File: src/feistel_block_cipher_31_rounds_macros.svh
// assertion macros shared by the cipher rtl
`ifndef FEISTEL_BLOCK_CIPHER_31_ROUNDS_MACROS_SVH
`define FEISTEL_BLOCK_CIPHER_31_ROUNDS_MACROS_SVH

`ifndef SYNTH
// checked only out of reset
`define FBC_ASSERT(lbl, prop) \
    lbl: assert property (@(posedge i_clk) disable iff (!i_rst_n) prop) \
        else $error("fbc31 assertion failed");
// checked during reset as well
`define FBC_ASSERT_RST(lbl, prop) \
    lbl: assert property (@(posedge i_clk) prop) \
        else $error("fbc31 reset assertion failed");
`else
`define FBC_ASSERT(lbl, prop)
`define FBC_ASSERT_RST(lbl, prop)
`endif

`endif

File: src/fbc31_pkg.sv
package fbc31_pkg;

    localparam int BLOCK_W     = 64;
    localparam int HALF_W      = 32;
    localparam int KEY_W       = 128;
    localparam int KEYREG_W    = 64;
    localparam int RND_W       = 5;
    localparam int ROUND_COUNT = 31;
    localparam int ROT_HI      = 3;
    localparam int ROT_LO      = 7;
    localparam int KEY_ROT     = 13;
    localparam int CFG_IDX_W   = 1;

    // configuration register indexes
    localparam logic [CFG_IDX_W-1:0] CFG_KEY_HIGH = 1'd0;
    localparam logic [CFG_IDX_W-1:0] CFG_KEY_LOW  = 1'd1;

    // per-stage handshake control
    typedef struct packed {
        logic load;
        logic valid;
    } t_stg_ctl;

    // 4-bit substitution
    function automatic logic [3:0] sbox(input logic [3:0] x);
        logic [3:0] r;
        case (x)
            4'h0: r = 4'h3;
            4'h1: r = 4'hf;
            4'h2: r = 4'he;
            4'h3: r = 4'h1;
            4'h4: r = 4'h0;
            4'h5: r = 4'ha;
            4'h6: r = 4'h5;
            4'h7: r = 4'h8;
            4'h8: r = 4'hc;
            4'h9: r = 4'h4;
            4'ha: r = 4'hb;
            4'hb: r = 4'h2;
            4'hc: r = 4'h9;
            4'hd: r = 4'h7;
            4'he: r = 4'h6;
            default: r = 4'hd;
        endcase
        return r;
    endfunction

    // substitute every nibble of a half word
    function automatic logic [HALF_W-1:0] sub_word(input logic [HALF_W-1:0] w);
        logic [HALF_W-1:0] r;
        r = '0;
        for (int i = 0; i < HALF_W / 4; i++) begin
            r[i*4 +: 4] = sbox(w[i*4 +: 4]);
        end
        return r;
    endfunction

endpackage

File: src/fbc31_stage.sv
module fbc31_stage (
    input  logic                                 i_clk,
    input  logic                                 i_rst_n,
    input  fbc31_pkg::t_stg_ctl                  i_ctl,
    input  logic [fbc31_pkg::RND_W-1:0]          i_rnd,
    input  logic [fbc31_pkg::BLOCK_W-1:0]        i_state,
    input  logic [fbc31_pkg::KEY_W-1:0]          i_key,
    output logic                                 o_valid,
    output logic [fbc31_pkg::BLOCK_W-1:0]        o_state,
    output logic [fbc31_pkg::KEY_W-1:0]          o_key
);

    localparam int HW = fbc31_pkg::HALF_W;
    localparam int KW = fbc31_pkg::KEYREG_W;
    localparam int KR = fbc31_pkg::KEY_ROT;

    logic                              r_valid;
    logic [fbc31_pkg::BLOCK_W-1:0]     r_state;
    logic [fbc31_pkg::KEY_W-1:0]       r_key;
    logic [fbc31_pkg::BLOCK_W-1:0]     n_state;
    logic [fbc31_pkg::KEY_W-1:0]       n_key;

    logic [HW-1:0] w_hi;
    logic [HW-1:0] w_lo;
    logic [HW-1:0] w_s;
    logic [HW-1:0] w_nh_pre;
    logic [HW-1:0] w_nh;
    logic [HW-1:0] w_nl_pre;
    logic [HW-1:0] w_nl;
    logic [KW-1:0] w_kh;
    logic [KW-1:0] w_kl;
    logic [KW-1:0] w_th;
    logic [KW-1:0] w_tl;

    // one feistel round on the data half
    always_comb begin
        w_hi     = i_state[2*HW-1:HW];
        w_lo     = i_state[HW-1:0];
        w_kh     = i_key[2*KW-1:KW];
        w_kl     = i_key[KW-1:0];
        w_s      = fbc31_pkg::sub_word(w_hi);
        w_nh_pre = w_s ^ w_kl[HW-1:0] ^ w_lo;
        w_nh     = {w_nh_pre[HW-1-fbc31_pkg::ROT_HI:0],
                    w_nh_pre[HW-1:HW-fbc31_pkg::ROT_HI]};
        w_nl_pre = w_s ^ w_nh ^ w_kl[2*HW-1:HW];
        w_nl     = {w_nl_pre[fbc31_pkg::ROT_LO-1:0],
                    w_nl_pre[HW-1:fbc31_pkg::ROT_LO]};
        n_state  = {w_nh, w_nl};
    end

    // key schedule: rotate, substitute low byte, inject round number
    always_comb begin
        w_th = {w_kh[KW-1-KR:0], w_kl[KW-1:KW-KR]};
        w_tl = {w_kl[KW-1-KR:0], w_kh[KW-1:KW-KR]};
        w_tl[7:4] = fbc31_pkg::sbox(w_tl[7:4]);
        w_tl[3:0] = fbc31_pkg::sbox(w_tl[3:0]);
        w_tl[KW-1:KW-fbc31_pkg::RND_W] = w_tl[KW-1:KW-fbc31_pkg::RND_W] ^ i_rnd;
        n_key = {w_th, w_tl};
    end

    // valid bit
    always_ff @(posedge i_clk) begin
        if (!i_rst_n) begin
            r_valid <= 1'b0;
        end else if (i_ctl.load) begin
            r_valid <= i_ctl.valid;
        end
    end

    // payload
    always_ff @(posedge i_clk) begin
        if (i_ctl.load && i_ctl.valid) begin
            r_state <= n_state;
            r_key   <= n_key;
        end
    end

    assign o_valid = r_valid;
    assign o_state = r_state;
    assign o_key   = r_key;

endmodule
File: config.mk
export PLATFORM = sky130hd
export DESIGN_NAME = fbc31_stage
export DESIGN_NICKNAME = d
export VERILOG_FILES = /design/src/feistel_block_cipher_31_rounds_macros.svh /design/src/fbc31_pkg.sv /design/src/fbc31_stage.sv
export SDC_FILE = /design/constraint.sdc
export NUM_CORES = 1
export LEC_CHECK = 0
export BUFFER_PORTS_ARGS = -buffer_cell sky130_fd_sc_hd__buf_2
export CORE_MARGIN = 3
export CORE_UTILIZATION = 41
export CTS_CLUSTER_SIZE = 8
export DETAILED_ROUTE_END_ITERATION = 8
export GPL_ROUTABILITY_DRIVEN = 0
export HOLD_SLACK_MARGIN = 0.05
export PLACE_DENSITY = 0.75
export SETUP_SLACK_MARGIN = 0.4
export SLEW_MARGIN = 20
export SYNTH_ARGS = -nofsm -noshare
export SYNTH_HDL_FRONTEND = slang
export SYNTH_SLANG_ARGS = --single-unit
File: constraint.sdc
create_clock -name i_clk -period 5.4 [get_ports i_clk]
set_input_delay 0.54 -clock i_clk [delete_from_list [all_inputs] [get_ports i_clk]]
set_output_delay 0.54 -clock i_clk [all_outputs]
set_load 0.01 [all_outputs]
==> impl_metrics.json, run 1 <==
{
  "use_met2_pct": 32.9,
  "post-route-min-period_ps": 2080,
  "htree_levels": 4,
  "grt_setup_unrepaired": "false",
  "drv_slew": 0,
  "drtAntennaViolNets": 0,
  "total_power_uw": 3830,
  "crit_family": "XOR/XNOR gates",
  "fp.dieH_um": 153,
  "syn_inst": 518,
  "grt_max_degree": 95,
  "row_count": 52,
  "max_stage_delay_ps": 520,
  "leakagePower_uw": 0.00503,
  "worstPathCellList": "buf_2, inv_1, ha_1, mux4_2, xnor2_1, xnor3_1",
  "die_x_um": 153,
  "clockBufferDepth": 2,
  "finalSetupViolations": 0,
  "slew_headroom_pct": 42.3,
  "maxCapViolations": 0,
  "cts_resized": 0,
  "grt_pass1_vias": 5797,
  "clock_latency_ps": 410,
  "worstPathRequired_ps": 5550,
  "fin_tns_setup_ps": 0,
  "dominantRegCellSynth": "edfxtp_1",
  "cts_tree": "built",
  "ios": 394,
  "synth_area_per_cell_um2": 17.0,
  "drc": 0,
  "fin_crit_sh_pct": 38.4,
  "async_flop_share_pct": 0,
  "post_drt_wl_per_cell_um": 17.6,
  "fill_cells": 1718,
  "grt_overflow_total": 0,
  "regArea_um2": 5790,
  "viasPerCell": 4.68,
  "grt_pass1_wl_um": 31900,
  "wirelength_um": 21200,
  "post-cts-setup-buffers": 0,
  "fmax_ghz": 0.482,
  "core_area_um2": 20700,
  "critPathMaxFanout": 4,
  "use_met3_pct": 5.34,
  "cts_root_buf": "clkbuf_16",
  "place_hpwl_um": 16800,
  "multi_input_area_um2": 2830,
  "peakVddDrop_uv": 190,
  "critPathCaptureType": "flop",
  "antenna_found_initial": 2,
  "synth-edff-count": 192,
  "worstPathArrival_ps": 2230,
  "path_buf_inv": 2,
  "status": "finished, final reports clean",
  "cts-buffers-inserted": 17,
  "grt_use_total_pct": 17.6,
  "cts.hold.buffers_added": 0,
  "hold_ws_ps": 294,
  "slowest_stage": "mux4_2",
  "ys_seq_area_share_pct": 65.7,
  "io_buffers": 393,
  "final_hold_viol_count": 0,
  "area_delta_synth_final_pct": 32.6,
  "firstDrtPassIters": 4,
  "clk_pin_slew_ps": 80,
  "ys_ff_latch": 193,
  "fin_worst_skew_ps": 0,
  "dpl_cell_area_um2": 11100,
  "final_nets": 1154,
  "fin_area_um2": 11700,
  "top_usage_layer": "met2",
  "start_util_pct": 42.5,
  "met1_usage_pct": 19.0,
  "p_per_area_nw_per_um2": 328,
  "synth_fp_nets": 749,
  "dp_cells": 1174,
  "syn_area_um2": 8800,
  "hp-class": "in -> reg",
  "synth_warnings": 0,
  "vias": 5651,
  "crit_type": "in -> reg",
  "clock_sinks": 193,
  "initialDrtViolationCount": 342,
  "synth_cell_types": 44,
  "final_cells": 1207,
  "die_area_um2": 23300,
  "worst_slew_pin_slew_ps": 865,
  "critPathLaunchType": "input port",
  "drive_gt1_share_pct": 49.2
}
-- area by class of cell --
| type | count | share of cell area [%] |
|---|---|---|
| flip-flops and latches | 193 | 49.6 |
| well taps | 270 | 2.90 |
| inverters | 37 | 1.19 |
| repair buffers | 395 | 17.1 |
| diodes | 2 | 0.0429 |
| clock buffers | 17 | 3.65 |
| clock inverters | 14 | 1.32 |
| multi-input cells | 279 | 24.2 |
-- path summary, 6_finish.rpt --
path,slack [ps],startpoint,cells past startpoint,endpoint
setup reg to reg,4710,o_valid$_SDFFE_PN0P_,2,o_valid$_SDFFE_PN0P_
hold reg to reg,590,o_valid$_SDFFE_PN0P_,2,o_valid$_SDFFE_PN0P_
hold / removal,290,i_key[111],1,o_key[124]$_DFFE_PP_
setup / recovery,3320,i_state[48],6,o_state[14]$_DFFE_PP_
-- stage by stage --
stage	util [%]	worst slack (ps)
5_1_grt	56.4	3230
3_3_place_gp	53.6	2960
4_1_cts	56.4	3370
2_1_floorplan	-	2040
3_5_place_dp	53.6	2930
6_report	56.4	3320
-- where the power goes --
| group | switching (uW) | internal (uW) | leakage (uW) | total (uW) |
|---|---|---|---|---|
| Sequential | 31.4 | 1830 | 0.00181 | 1860 |
| Clock | 582 | 653 | 0.000282 | 1230 |
| Combinational | 376 | 352 | 0.00293 | 728 |
-- cell usage in the layout, fill, tap and decap left out, drive strengths merged, types with 2 or more instances in the layout --
master and count:
mux2i 19, o21ai 9, a211oi 10, xnor2 92, clkinv 8, xor2 24
and3 2, a21o 3, nor2b 5, clkbuf 17, a21oi 15, edfxtp 192
nand2b 2, o211ai 2, nand3 3, buf 395, ha 30, inv 41
diode 2, xnor3 14, nor3b 3, mux2 5, xor3 4, or2 3
and3b 2, nor2 8, nand2 6, mux4 9
-- flip-flops by register name, summed over array words and instances, names as in the netlist --
signal   count
o_state     64
o_key      128
o_valid      1
-- cell families after synthesis --
logic type	synth area share, %
flip-flops	65.7
XOR/XNOR	16.5
buffers and inverters	2.17
AO/OA/AOI/OAI	3.60
AND/OR/NAND/NOR	2.59
multiplexers	5.10
adder cells (fa/ha/maj)	4.26
-- metal layers --
| metal | routed length, um | vias to the layer above |
|---|---|---|
| li1 | - | 2702 |
| met5 | 0 | - |
| met4 | 403 | 0 |
| met2 | 11400 | 243 |
| met3 | 1640 | 23 |
| met1 | 7820 | 2683 |
-- cell usage after synthesis, types with 5 or more instances --
cell type / number / area share [%]
edfxtp_1: 192 / 66
nand2_1: 6 / 0.26
o21ai_0: 8 / 0.45
mux2_2: 5 / 0.64
xnor3_1: 14 / 3.6
mux2i_1: 19 / 2.2
xor2_1: 24 / 2.4
nor2_1: 8 / 0.34
mux4_2: 9 / 2.3
ha_1: 30 / 4.3
inv_1: 37 / 1.6
a21oi_1: 13 / 0.74
a211oi_1: 6 / 0.51
xnor2_1: 88 / 8.8
Power figures use the tool's default switching activity.
==> inputs of run 2 (changes only) <==
- clock period: 5.4 -> 1.85 ns (I/O delays scaled with it)
==> run 2 against run 1 <==
Effect of this change:
- first-iteration DRC count is 5.3% lower
- routed wire length is 15% higher
- clock-buffer cell count stayed put
- via count is 12% higher
- design area is 15% higher
- critical path depth stayed put
- combinational power grew to 3.5 times the previous value
- sequential power grew to 2.9 times the previous value
- clock skew stayed put
- critical endpoint is now o_state[7]$_DFFE_PP_
- largest cell class unchanged
==> impl_metrics.json, run 2 (synthesis results as in run 1) <==
{
  "status": "finished, final reports clean",
  "slew_headroom_pct": 74.6,
  "largest_reg_flops": 128,
  "final_cells": 1362,
  "min-delay-start": "i_rnd[0]",
  "hold-path-cell-count": 2,
  "fin_crit_sh_pct": 81.5,
  "critPathMaxFanout": 4,
  "antenna_found_initial": 2,
  "dp_cells": 1209,
  "clk_pin_slew_ps": 70,
  "fmax_ghz": 0.663,
  "fill_cells": 1474,
  "p_per_area_nw_per_um2": 853,
  "clockBufferDepth": 2,
  "clock_sinks": 193,
  "vias": 6347,
  "drtAntennaViolNets": 0,
  "post-route-min-period_ps": 1510,
  "slowest_stage": "mux4_2",
  "htree_levels": 4,
  "firstDrtPassIters": 4,
  "ios": 394,
  "grt_pass1_wl_um": 37500,
  "worstPathRequired_ps": 2010,
  "grt_overflow_total": 0,
  "die_x_um": 153,
  "grt_setup_unrepaired": "true",
  "final_nets": 1310,
  "layout_commonest_cell": "buf_2",
  "post_drt_wl_per_cell_um": 17.9,
  "r2r_start": "o_valid$_SDFFE_PN0P_",
  "final_cell_mix": "buf_2 (388), edfxtp_1 (192), dlygate4sd3_1 (117)",
  "initialDrtViolationCount": 324,
  "viasPerCell": 4.66,
  "clock_latency_ps": 420,
  "fin_util_pct": 65.1,
  "fin_tns_setup_ps": 0,
  "fin_worst_skew_ps": 0,
  "max_stage_delay_ps": 560,
  "core_area_um2": 20700,
  "hp-class": "in -> reg",
  "place_hpwl_um": 18000,
  "worstPathCellList": "buf_8, clkinvlp_4, ha_4, mux4_2, xor2_2, xnor3_1",
  "peakVddDrop_uv": 554,
  "worst_slew_pin_slew_ps": 371,
  "fp.dieH_um": 153,
  "leakagePower_uw": 0.00574,
  "cts_root_buf": "clkbuf_16",
  "hold_ws_ps": 73.8,
  "finalSetupViolations": 0,
  "hold-path-endpoint": "o_key[59]$_DFFE_PP_",
  "cts-buffers-inserted": 17,
  "antenna_cells": 0,
  "drv_slew": 0,
  "ff2ff_setup_slack_ps": 1170,
  "r2r-end": "o_valid$_SDFFE_PN0P_",
  "total_power_uw": 11500,
  "die_area_um2": 23300,
  "critPathCaptureType": "flop",
  "area_delta_synth_final_pct": 53.0,
  "cts_tree": "built",
  "grt_use_total_pct": 20.7,
  "drive_gt1_share_pct": 49.0,
  "drc": 0,
  "critPathLaunchType": "input port",
  "io_buffers": 393,
  "row_count": 52,
  "wirelength_um": 24400,
  "reg2regPathDepth": 2,
  "crit_type": "in -> reg",
  "final_hold_viol_count": 0,
  "start_util_pct": 42.5,
  "worstPathArrival_ps": 1670,
  "grt_pass1_vias": 6788,
  "maxCapViolations": 0,
  "grt_max_degree": 33
}
==> run 2: final cells by class <==
cell class / count / area [um^2] / area share (%)
clock buffer: 17 / 425 / 3.16
sequential: 193 / 5790 / 43.0
tap: 270 / 338 / 2.51
multi-input combinational: 279 / 3040 / 22.5
clock inverter: 15 / 134 / 0.994
inverter: 37 / 203 / 1.50
timing repair buffer: 551 / 3550 / 26.3
==> run 2: power by group <==
part	leakage, uW	switching, uW	total [uW]	internal [uW]
Sequential	0.00181	91.4	5440	5350
Clock	0.000265	1710	3480	1760
Combinational	0.00366	1230	2580	1350
Total	0.00574	3030	11500	8460
==> run 2: timing repair <==
item / 4_1_cts / 5_1_grt
hold buffers: 117 / 0
setup endpoints to repair: 1 / 12
pin swaps: 1 / 8
endpoints found under the hold margin: 117 / 0
resized for setup: 1 / 16
buffers inserted: 0 / 4
==> run 2: worst max-delay path, delay by kind of cell <==
family | cells | cell delay [ps]
mux | 1 | 560
buf+inv | 2 | 190
fa+ha+maj | 1 | 240
xor+xnor | 2 | 490
==> run 2: how the worst max path moves through the flow <==
stage                startpoint               endpoint  slack (ps)
floorplan              i_ctl[1]     o_key[0]$_DFFE_PP_        -130
global placement    i_state[44]   o_state[7]$_DFFE_PP_         -40
detailed placement  i_state[44]   o_state[7]$_DFFE_PP_         -70
CTS                 i_state[44]  o_state[10]$_DFFE_PP_         410
global route        i_state[44]  o_state[10]$_DFFE_PP_         350
finish              i_state[44]   o_state[7]$_DFFE_PP_         340
==> run 2: stage by stage <==
step                      cell area (um^2)  worst slack (ps)
after floorplan                       9050              -133
after global placement               11600             -43.1
after detailed placement             11600             -67.1
after CTS                            13400               411
after global routing                 13500               353
final                                13500               342
==> run 2: metal layers <==
layer  vias up  share of wire (%)  GRT usage, %
li1       3016                  -             -
met1      3003                 36          22.6
met2       271                 53          37.7
met3        53                7.3          6.11
met4         4                3.6          8.44
met5         -               0.11             0
